[src/occ_pkg.sv]
package occ_pkg;

   localparam int FIELD_BITS = 16;
   localparam int COORD_BITS = 16;
   localparam int DIFF_BITS  = COORD_BITS + 1;
   localparam int PROD_BITS  = 2 * DIFF_BITS;

   typedef logic signed [FIELD_BITS-1:0] field_type;
   typedef logic signed [COORD_BITS-1:0] coord_type;
   typedef logic signed [DIFF_BITS-1:0]  diff_type;
   typedef logic signed [PROD_BITS-1:0]  prod_type;

   typedef struct packed {
      coord_type x;
      coord_type y;
   } point_type;

   typedef enum logic [1:0] {
      SGN_ZERO,
      SGN_POS,
      SGN_NEG
   } sign_type;

   // low COORD_BITS of the field; a narrower field is zero-extended
   function automatic coord_type to_coord(field_type f);
      logic [FIELD_BITS-1:0] u;
      u = $unsigned(f);
      return coord_type'(u);
   endfunction

   function automatic diff_type coord_sub(coord_type a, coord_type b);
      return diff_type'(a) - diff_type'(b);
   endfunction

   // sign of a - b, computed one bit wider than the products
   function automatic sign_type diff_sign(prod_type a, prod_type b);
      logic signed [PROD_BITS:0] d;
      sign_type s;
      d = {a[PROD_BITS-1], a} - {b[PROD_BITS-1], b};
      if (d == '0) begin
         s = SGN_ZERO;
      end else if (d[PROD_BITS]) begin
         s = SGN_NEG;
      end else begin
         s = SGN_POS;
      end
      return s;
   endfunction

   function automatic logic in_box(point_type a, point_type b, point_type r);
      coord_type xlo, xhi, ylo, yhi;
      xlo = (a.x < b.x) ? a.x : b.x;
      xhi = (a.x < b.x) ? b.x : a.x;
      ylo = (a.y < b.y) ? a.y : b.y;
      yhi = (a.y < b.y) ? b.y : a.y;
      return (r.x >= xlo) && (r.x <= xhi) && (r.y >= ylo) && (r.y <= yhi);
   endfunction

   function automatic logic opposite(sign_type a, sign_type b);
      return (a == SGN_POS && b == SGN_NEG) || (a == SGN_NEG && b == SGN_POS);
   endfunction

endpackage

[src/occ_orient_prod.sv]
module occ_orient_prod (
   input  occ_pkg::point_type p,
   input  occ_pkg::point_type q,
   input  occ_pkg::point_type r,
   output occ_pkg::prod_type  lhs_prod,
   output occ_pkg::prod_type  rhs_prod
);
   import occ_pkg::*;

   // orient(p, q, r) = (qy - py) * (rx - qx) - (qx - px) * (ry - qy)
   diff_type dqy, drx, dqx, dry;

   always_comb begin
      dqy      = coord_sub(q.y, p.y);
      drx      = coord_sub(r.x, q.x);
      dqx      = coord_sub(q.x, p.x);
      dry      = coord_sub(r.y, q.y);
      lhs_prod = prod_type'(dqy) * prod_type'(drx);
      rhs_prod = prod_type'(dqx) * prod_type'(dry);
   end

endmodule

[config.mk]
export PLATFORM = sky130hd
export DESIGN_NAME = occ_orient_prod
export DESIGN_NICKNAME = d
export VERILOG_FILES = /design/src/occ_pkg.sv /design/src/occ_orient_prod.sv
export SDC_FILE = /design/constraint.sdc
export NUM_CORES = 2
export LEC_CHECK = 0
export BUFFER_PORTS_ARGS = -buffer_cell sky130_fd_sc_hd__buf_2
export CELL_PAD_IN_SITES_DETAIL_PLACEMENT = 0
export CELL_PAD_IN_SITES_GLOBAL_PLACEMENT = 1
export CORE_MARGIN = 4
export CORE_UTILIZATION = 35
export DETAILED_ROUTE_END_ITERATION = 10
export PLACE_DENSITY_LB_ADDON = 0.12
export SYNTH_ARGS = -nofsm -noshare
export SYNTH_HDL_FRONTEND = slang
export SYNTH_SLANG_ARGS = --single-unit
[constraint.sdc]
create_clock -name vclk -period 25
set_input_delay 2.5 -clock vclk [all_inputs]
set_output_delay 2.5 -clock vclk [all_outputs]
set_load 0.03 [all_outputs]
==> impl_metrics.json <==
{
  "dr.pass1.iters": 5,
  "antenna_left": 0,
  "synthesis.area_sq_um": 24400,
  "min_period_ns": 14.26,
  "grt_usage": 0.206,
  "grt_pass1_vias": 20884,
  "top_layer": "met4",
  "synth_cell_types": 68,
  "synthTopCellsByArea": "fa_1 (49%), ha_1 (12%), inv_1 (11%)",
  "finalSetupViolCount": 0,
  "synth_nets": 3762,
  "period_share": 0.571,
  "crit_path_end_kind": "primary output",
  "route.met3.wl_um": 4330,
  "worst_path_most_repeated_cell": "fa_1",
  "start_kind": "input pin",
  "cp.arrival_ns": 11.76,
  "status": "finished clean",
  "dpl.hpwl_um": 66300,
  "max_slew_margin": 0.140,
  "max_freq_mhz": 70.1,
  "detailroute.wirelength.met2_um": 32600,
  "cts.repair.resized": 0,
  "rows": 96,
  "slowest_stage": "a21oi_1",
  "wl_per_cell_um": 18.9,
  "nNetsFinal": 3916,
  "drive_above_1_share": 0.0873,
  "cp_max_fo": 11,
  "instances_no_fill": 3921,
  "hold_viol": 0,
  "yosysWarnings": 0,
  "grt_overflow": 0,
  "nClkBuffers": 0,
  "syn_inst": 2836,
  "vias": 19085,
  "hold_start": "p[0]",
  "seqCellArea_sq_um": 0,
  "drt-total-wl_um": 74100,
  "syn_area_per_cell_sq_um": 8.61,
  "vias_per_cell": 4.87,
  "critPathRequiredTime_ns": 22.50,
  "cts_setup_buffers": 0,
  "die_area_sq_um": 74100,
  "finalMaxSlewViolations": 0,
  "start_util": 0.355,
  "cap_viol_max_count": 0,
  "hold_path_class": "in2out",
  "syn_to_final_growth_pct": 8.98,
  "grt_max_degree": 19,
  "postCtsHoldBufs": 0,
  "antenna_found_initial": 2,
  "crit_type": "in2out",
  "final.setup.tns_ns": 0,
  "critical-path-max-stage-delay_ns": 0.60,
  "gp_congestion": 0.852,
  "synth_top_area_frac": 0.489,
  "drcViolationCount": 0,
  "core_area_sq_um": 68800,
  "critPathBufInv": 8,
  "crit_family": "adder cells",
  "numPortBuffers": 164,
  "seq_area_frac_synth": 0,
  "place_inst": 3919,
  "dieWidth_um": 272,
  "met1_length_um": 36000,
  "rsz0062_at_grt": "false",
  "drt-initial-drc-count": 1000,
  "critPathLaunch": "q[16]",
  "io_pins": 164,
  "synth.largest_area_cell": "fa_1",
  "worst_pin_slew_ns": 1.28,
  "design_area_sq_um": 26600,
  "die_h_um": 272,
  "dpl-instance-area_sq_um": 26600,
  "seq_cell_count": 0,
  "grt_pass1_wl_um": 120000
}
[cells in the mapped netlist (6+ instances only)]
cell type and n:
nand2_1 350, nor2b_1 42, or2_2 13, xnor2_1 108
nand2b_1 27, nor3_1 30, and2_1 22, xor2_1 42
ha_1 234, fa_1 596, nor2_1 276, a31o_2 6
a31oi_1 13, and3_1 10, buf_2 6, a21o_1 34
o21bai_1 9, nand3_1 25, clkbuf_1 55, o21a_1 17
or3_1 6, o21ai_0 52, inv_1 691, a21oi_1 78
[worst paths after layout]
kind / to / slack (ns) / cells after the start
hold / removal: lhs_prod[0] / 5.69 / 5
setup / recovery: rhs_prod[30] / 10.74 / 35
[routing by layer]
layer  track usage  up-vias
li1              -     8789
met1         0.314     9765
met2         0.323      485
met3        0.0270       46
met4        0.0252        0
met5             0        -
[cells in the final DEF, fill, tap and decap left out, drive strengths merged, types with 3 or more instances in the layout]
master   count
inv        691
nand2b      28
a211oi       5
nor3        30
ha         234
a21oi       78
nand2      350
nor3b        3
a31oi       13
a2111oi      4
nand4b       4
a211o        3
o31ai        3
a31o         6
fa         596
o41ai        3
o2111ai      3
nand3       25
o21bai       9
o21ai       56
a21o        34
or3          6
o21a        17
and2b        3
buf        220
or2         13
and2        22
mux2i        5
a21boi       6
xor2        42
nor2       276
and3        10
o211ai       4
nor4         4
xnor2      108
a41oi        5
o31a         4
nor2b       42
[stage by stage]
step | hold slack (ns) | util | setup WS [ns]
floorplan | 5.51 | - | 11.83
global placement | 5.70 | 0.387 | 10.79
detailed placement | 5.71 | 0.387 | 10.73
CTS | 5.71 | 0.387 | 10.71
global route | 5.78 | 0.387 | 10.12
finish | 5.69 | 0.387 | 10.74
[logic make-up (layout without fill, tap and decap cells)]
kind of cell | count (synthesis) | in the layout | synth area share
xor+xnor | 150 | 150 | 0.0538
fa+ha+maj | 830 | 830 | 0.608
simple gates | 825 | 825 | 0.146
other cells | 0 | 2 | 0
mux | 6 | 6 | 0.00251
compound gates | 265 | 265 | 0.0712
buf+inv | 760 | 912 | 0.118
[area by class of cell]
type | count | area [sq um]
multi-input cells | 2076 | 21600
repair buffers | 220 | 1240
fillers | 7138 | 42200
inverters | 692 | 2600
diodes | 2 | 5.00
well taps | 931 | 1160
Power is left out: the tool's default activity adds up to more than one toggle a clock period on the data nets, which glitch-free logic cannot reach.
